## src/hw/rtl/cpf_pkg.sv

```systemverilog
// cpf_pkg: shared widths, codes, reset values and transaction types of the
// cutoff pair finder. No dependencies.
`default_nettype none

package cpf_pkg;

   localparam int POS_W      = 20;
   localparam int IDX_W      = 6;
   localparam int CNT_W      = 7;
   localparam int CUT_W      = 44;
   localparam int PAIR_W     = 9;
   localparam int LIM_W      = 11;
   localparam int CSR_IDX_W  = 3;
   localparam int CSR_DATA_W = CUT_W;

   localparam int DEFAULT_MAX_ATOMS = 64;
   localparam int QUEUE_DEPTH       = 2;
   localparam int LIMIT_FACTOR      = 10;

   localparam logic [PAIR_W-1:0] COUNT_MAX = '1;

   localparam logic [CNT_W-1:0] ATOM_COUNT_RESET = 7'd64;
   localparam logic [POS_W-1:0] HALF_BOX_RESET   = 20'd1048575;
   localparam logic [CUT_W-1:0] CUTOFF_RESET     = 44'd655360;

   typedef enum logic {
      REQ_LOAD = 1'b0,
      REQ_SCAN = 1'b1
   } req_code_type;

   typedef enum logic [CSR_IDX_W-1:0] {
      CSR_ATOM_COUNT   = 3'd0,
      CSR_HALF_BOX_X   = 3'd1,
      CSR_HALF_BOX_Y   = 3'd2,
      CSR_HALF_BOX_Z   = 3'd3,
      CSR_CUTOFF_LIMIT = 3'd4
   } csr_reg_type;

   typedef struct packed {
      logic [CNT_W-1:0] atom_count;
      logic [POS_W-1:0] half_box_x;
      logic [POS_W-1:0] half_box_y;
      logic [POS_W-1:0] half_box_z;
      logic [CUT_W-1:0] cutoff_limit;
   } cfg_type;

   typedef struct packed {
      logic                    is_scan;
      logic                    store_en;
      logic [IDX_W-1:0]        index;
      logic signed [POS_W-1:0] pos_x;
      logic signed [POS_W-1:0] pos_y;
      logic signed [POS_W-1:0] pos_z;
   } cmd_type;

   typedef struct packed {
      logic empty;
      logic full;
   } queue_stat_type;

endpackage

`default_nettype wire

```

## src/hw/rtl/cpf_cmd_queue.sv

```systemverilog
// cpf_cmd_queue: front end; accepts request transactions, classifies them and
// queues them for the scan engine. Depends on cpf_pkg.
`default_nettype none

module cpf_cmd_queue #(
   parameter int MAX_ATOMS = cpf_pkg::DEFAULT_MAX_ATOMS
) (
   input  wire logic                            clock,
   input  wire logic                            reset,
   input  wire logic                            req_valid,
   output logic                                 req_ready,
   input  wire logic                            req_type,
   input  wire logic [cpf_pkg::IDX_W-1:0]       req_atom_index,
   input  wire logic signed [cpf_pkg::POS_W-1:0] req_pos_x,
   input  wire logic signed [cpf_pkg::POS_W-1:0] req_pos_y,
   input  wire logic signed [cpf_pkg::POS_W-1:0] req_pos_z,
   output logic                                 cmd_valid,
   output cpf_pkg::cmd_type                     cmd,
   input  wire logic                            cmd_pop,
   output cpf_pkg::queue_stat_type              stat
);

   localparam int DEPTH = cpf_pkg::QUEUE_DEPTH;
   localparam int PW    = (DEPTH > 1) ? $clog2(DEPTH) : 1;
   localparam int CW    = $clog2(DEPTH + 1);

   cpf_pkg::cmd_type entry_ff [DEPTH];
   cpf_pkg::cmd_type new_cmd;
   logic [PW-1:0]    wr_ptr_ff, wr_ptr_in;
   logic [PW-1:0]    rd_ptr_ff, rd_ptr_in;
   logic [CW-1:0]    count_ff, count_in;
   logic             push;
   logic             pop;

   assign req_ready = (count_ff != CW'(DEPTH));
   assign cmd_valid = (count_ff != '0);
   assign cmd       = entry_ff[rd_ptr_ff];
   assign push      = req_valid & req_ready;
   assign pop       = cmd_pop & cmd_valid;

   assign stat.empty = (count_ff == '0);
   assign stat.full  = ~req_ready;

   always_comb begin
      new_cmd.is_scan  = (req_type == cpf_pkg::REQ_SCAN);
      new_cmd.store_en = (req_type == cpf_pkg::REQ_LOAD) && (int'(req_atom_index) < MAX_ATOMS);
      new_cmd.index    = req_atom_index;
      new_cmd.pos_x    = req_pos_x;
      new_cmd.pos_y    = req_pos_y;
      new_cmd.pos_z    = req_pos_z;
   end

   always_comb begin
      wr_ptr_in = wr_ptr_ff;
      rd_ptr_in = rd_ptr_ff;
      count_in  = count_ff;
      if (push) begin
         wr_ptr_in = (wr_ptr_ff == PW'(DEPTH - 1)) ? '0 : wr_ptr_ff + PW'(1);
      end
      if (pop) begin
         rd_ptr_in = (rd_ptr_ff == PW'(DEPTH - 1)) ? '0 : rd_ptr_ff + PW'(1);
      end
      priority if (push && !pop) begin
         count_in = count_ff + CW'(1);
      end else if (pop && !push) begin
         count_in = count_ff - CW'(1);
      end else begin
         count_in = count_ff;
      end
   end

   always_ff @(posedge clock) begin
      if (reset) begin
         wr_ptr_ff <= '0;
         rd_ptr_ff <= '0;
         count_ff  <= '0;
      end else begin
         wr_ptr_ff <= wr_ptr_in;
         rd_ptr_ff <= rd_ptr_in;
         count_ff  <= count_in;
      end
   end

   always_ff @(posedge clock) begin
      if (push) begin
         entry_ff[wr_ptr_ff] <= new_cmd;
      end
   end

endmodule

`default_nettype wire

```

## config.mk

```make
export PLATFORM = sky130hd
export DESIGN_NAME = cpf_cmd_queue
export DESIGN_NICKNAME = d
export VERILOG_FILES = /design/src/hw/rtl/cpf_pkg.sv /design/src/hw/rtl/cpf_cmd_queue.sv
export SDC_FILE = /design/constraint.sdc
export NUM_CORES = 1
export LEC_CHECK = 0
export ABC_AREA = 1
export BUFFER_PORTS_ARGS = -buffer_cell sky130_fd_sc_hd__buf_2
export CAP_MARGIN = 25
export CELL_PAD_IN_SITES_DETAIL_PLACEMENT = 1
export CELL_PAD_IN_SITES_GLOBAL_PLACEMENT = 1
export CORE_MARGIN = 2
export CORE_UTILIZATION = 47
export DETAILED_ROUTE_END_ITERATION = 12
export HOLD_SLACK_MARGIN = 0.08
export PLACE_DENSITY_LB_ADDON = 0.1
export REMOVE_ABC_BUFFERS = 1
export SYNTH_ARGS = -nofsm -noshare
export SYNTH_HDL_FRONTEND = slang
export SYNTH_SLANG_ARGS = --single-unit
export TNS_END_PERCENT = 20
```

## constraint.sdc

```tcl
create_clock -name clock -period 10.7 [get_ports clock]
set_input_delay 2.14 -clock clock [delete_from_list [all_inputs] [get_ports clock]]
set_output_delay 2.14 -clock clock [all_outputs]
set_load 0.01 [all_outputs]
```

* Yosys cells after proc, flatten, opt, wreduce, memory -nomap -nowiden *
Memory sizes are Yosys's and may differ from the RTL's. A register that Yosys moved wholly into a read port is not among the register bits.
Cells that the tools add are included.

word-level totals
  register bits after elaboration = 4
  latch bits = 0
  memory bits (writable) = 136
  memory bits (read-only) = 0
  bits of input ports = 71
  logic and storage cells = 28
  memories = 1

cells by class
  add/subtract/negate cells = 4
  $mul = 0
  div/mod/pow operators = 0
  $lt $le $gt $ge = 0
  eq/ne operators = 1
  shift operators = 0
  multiplexer cells = 8
  bitwise logic cells = 4
  reduce and logical (&&, ||, !) cells = 7

memory list
  memory    words  bits a word  read ports  clocked after Yosys merged registers in  write ports  line                 source
  entry_ff  2      68           1           1                                        1            cpf_cmd_queue.sv:27  cpf_pkg::cmd_type entry_ff [DEPTH];

operators with widths
  kind                 count
  $mux 1               6
  $mux 2               2
  $reduce_bool 2->1    2
  $add 1x1->1 const B  2
  $add 2x1->2 const B  1
  $and 1x1->1          2
  $logic_and 1x1->1    2
  $logic_not 1->1      2
  $logic_not 2->1      1
  $ne 2x2->1 const B   1
  $not 1->1            2
  $sub 2x1->2 const B  1

* Longest topological paths before layout *
  depth in word-level cells = 6
  mapped depth = 10
  depth with buffers taken out = 10

* Worst setup path after synthesis *
Ideal clock, no wire load.

  kind = input-to-reg
  start point = input req_valid
  end point = memory entry_ff[0][0] (netlist name) (enable)
  setup time = 0.495 ns
  arrival = 5.137 ns
  required time = 10.205 ns
  slack = 5.069 ns
  stages on the path = 2
  buffers on the path = 0
  cells stage by stage = o21ai_0 > nor2_1

between the ends
  longest elaborated chain between the ends = 3

ends and longest elaborated chain
  item                          line                 source
  from (decl)                   cpf_cmd_queue.sv:10  input wire logic req_valid,
  $and 1x1->1                   cpf_cmd_queue.sv:38  assign push = req_valid & req_ready;
  $mux 1                        cpf_cmd_queue.sv:85  if (push) begin
  $mux 1 (not written as such)  cpf_cmd_queue.sv:86  entry_ff[wr_ptr_ff] <= new_cmd;
  to (decl)                     cpf_cmd_queue.sv:27

Every way passes these cells.

==> impl_metrics.env <==
export IMPL_initial_core_util=0.4821
export IMPL_synth_xor_area_share=0
export IMPL_diodes=0
export IMPL_path_delay_family="buffers and inverters"
export IMPL_timing_max_cap_violations=0
export IMPL_port_buffers=142
export IMPL_grt_max_degree=69
export IMPL_synth_compound_area_frac=0.004768
export IMPL_detail_route_antenna_nets=0
export IMPL_outcome="complete, no violations"
export IMPL_path_cells="buf_16, mux2_2, buf_2"
export IMPL_synth_distinct_cells=15
export IMPL_required_ps=8560
export IMPL_synth_most_common_cell="edfxtp_1"
export IMPL_synth_top_area_frac=0.7781
export IMPL_syn_to_final_growth_pct=27.77
export IMPL_insertion_delay_ps=520
export IMPL_rows=38
export IMPL_ys_ff_latch=141
export IMPL_p_comb_frac=0.224
export IMPL_clockPowerShare=0.335
export IMPL_worst_setup_path_type="reg2out"
export IMPL_wl_mm=10.06
export IMPL_clk_path_buf_depth=2
export IMPL_synth_edf_count=136
export IMPL_ctsHoldBuffers=0
export IMPL_viasPerCell=4.931
export IMPL_hold_path_endpoint="rd_ptr_ff"
export IMPL_final_core_util=0.6160
export IMPL_drive_above_1_share=0.5900
export IMPL_r2r_end="entry_ff[0][27]"
export IMPL_fin_crit_ps=3942
export IMPL_cts_inserted_buffers=17
export IMPL_finalClockSkew_ps=5.993
export IMPL_multi_input_area_sq_um=965.9
export IMPL_hold_class="reg2reg"
export IMPL_yosys_area_share_simple=0.01383
export IMPL_p_leak_nw=2.586
export IMPL_post_cts_setup_buffers=0
export IMPL_r2r_start="count_ff[0]"
export IMPL_crit_path_top_delay_cell="mux2_2"
export IMPL_synth_area_top_cells="edfxtp_1, mux2_2, mux2_4"
export IMPL_power_density_mw_per_mm2=244.2
export IMPL_slowest_delay_ps=400
export IMPL_async_reset_ff_frac=0
export IMPL_fmax_mhz=253.7
export IMPL_cts_sinks=141
export IMPL_finalCritPeriodShare=0.3684
export IMPL_drc=0
export IMPL_cts_root_buf="clkbuf_8"
export IMPL_rrSetupSlack_ps=8150
export IMPL_worst_hold_slack_ps=523.9
export IMPL_synth_top_cell_by_area="edfxtp_1"
export IMPL_layout_setup_ws_ps=6758
export IMPL_whs_path_depth=2
export IMPL_arrival_ps=1800
export IMPL_synthMuxAreaShare=0.1602
export IMPL_die_x_um=109.7
export IMPL_drv_slew=0
export IMPL_swShare=0.2686
export IMPL_cts_tree="done"
export IMPL_clkTransAtPathRegs_ps=60
export IMPL_synthCells=252
export IMPL_drt_wirelength_per_cell_um=17.91
export IMPL_grt_ovfl_total=0
export IMPL_worst_slew_pin_slew_ps=999.4
export IMPL_yosys_top_cells_count="edfxtp_1, mux2_2, mux2_4"
export IMPL_globalplace_congestion=0.7170
export IMPL_hold_viol=0
export IMPL_synthFlopType="edfxtp_1"
export IMPL_seqPwrFrac=0.441
export IMPL_htree_levels=4
export IMPL_yosysWarnings=0
export IMPL_setup_viol=0
export IMPL_die_y_um=109.7
export IMPL_path_buf_inv=2
export IMPL_finalSetupTns_ps=0
export IMPL_grt_pass1_vias=2971
export IMPL_syn_area_sq_mm=0.005249
export IMPL_vdd_drop_max_mv=0.1389
export IMPL_dp_hpwl_mm=6.345
export IMPL_fillers=1016
export IMPL_min_delay_start="rd_ptr_ff"
export IMPL_r2r_worst_path_cells=3
export IMPL_synth_top_family_by_area="multiplexers"
export IMPL_core_sq_mm=0.01089
export IMPL_ys_seq_area_frac=0.7971
export IMPL_worstSetupEndpointType="output port"
export IMPL_p_int_mw=1.198
export IMPL_startpoint_type="register"
export IMPL_vias=2771
export IMPL_slew_headroom=0.3322
export IMPL_synth_adder_area_share=0.002384
export IMPL_firstDrtPassIters=4
export IMPL_regArea_sq_mm=0.004188
export IMPL_antenna_found_initial=0
export IMPL_drt_iter0_drc=104
export IMPL_rsz0062_at_grt="no"
export IMPL_nNetsFinal=481
export IMPL_switchingPower_mw=0.4398
export IMPL_cts_resized=0
export IMPL_syn_avg_cell_area_sq_um=20.83
export IMPL_dieArea_sq_mm=0.01203
export IMPL_io_pins=143
export IMPL_grtUsageTotal=0.1746
export IMPL_place_ws_ps=6308
export IMPL_grt_pass1_wl_mm=14.84
export IMPL_worstPathMaxFanout=66
power by group through the flow:
stage	Sequential, mW	Clock (mW)	Combinational (mW)
final	0.722	0.549	0.367
after global routing	0.729	0.584	0.400
after CTS	0.754	0.563	0.336
after detailed placement	0.764	0	0.333
after global placement	0.759	0	0.328
after floorplan	0.753	0	0.211
worst register-to-register path, cell delays in order, from the launching register on:
cell and delay [ps]:
dfxtp_1 400, o21ai_0 320, nor2_4 860, buf_4 590
cells in the final DEF, fill, tap and decap left out, drive strengths merged:
cell | synthesis | routed
bufinv | 0 | 2
nand2 | 6 | 6
mux2 | 68 | 68
edfxtp | 136 | 136
a21oi | 2 | 2
clkbuf | 0 | 17
inv | 11 | 12
buf | 8 | 146
dfxtp | 5 | 5
ha | 1 | 1
clkinvlp | 0 | 5
o21ai | 3 | 3
nor2 | 9 | 9
clkinv | 0 | 7
nand4 | 1 | 1
nand3 | 2 | 2
cells by family after synthesis:
| group | Yosys count |
|---|---|
| and+or+nand+nor | 18 |
| AOI/OAI and AO/OA | 5 |
| buffers and inverters | 19 |
| muxes | 68 |
| adders and majority gates | 1 |
| DFF | 141 |
worst max-delay path by stage:
stage,startpoint,end,slack [ps],cells past startpoint
floorplan,req_valid,entry_ff[0][0],5070,2
global placement,req_valid,entry_ff[1][41],6330,4
detailed placement,req_valid,entry_ff[1][36],6310,4
CTS,register,cmd[15],6320,2
global route,register,cmd[61],6680,3
finish,register,cmd[1],6760,3
sequential cells by signal (all words and copies together) (netlist names), named ones only:
name and count:
count_ff 2, entry_ff 136, rd_ptr_ff 1, wr_ptr_ff 1
routing by layer:
layer | vias to the layer above | routed length, um | track usage
met5 | - | 0 | 0
met4 | 0 | 204 | 0.07685
met3 | 17 | 732 | 0.07706
met2 | 104 | 5280 | 0.2976
met1 | 1364 | 3846 | 0.1877
li1 | 1286 | - | -
through the flow:
stage	instances	total power, mW	area (sq um)
after floorplan	244	0.9643	5176
after global placement	528	1.086	6096
after detailed placement	528	1.098	6096
after CTS	560	1.654	6659
after global routing	562	1.714	6706
final	562	1.638	6706
cell type report:
class	count	area share
sequential	141	0.6244
inverter	11	0.006157
clock buffer	17	0.06175
timing repair buffer	146	0.1153
clock inverter	15	0.02220
multi-input combinational	92	0.1440
tap	140	0.02612
Note: power is estimated with default switching activity, not from simulation.
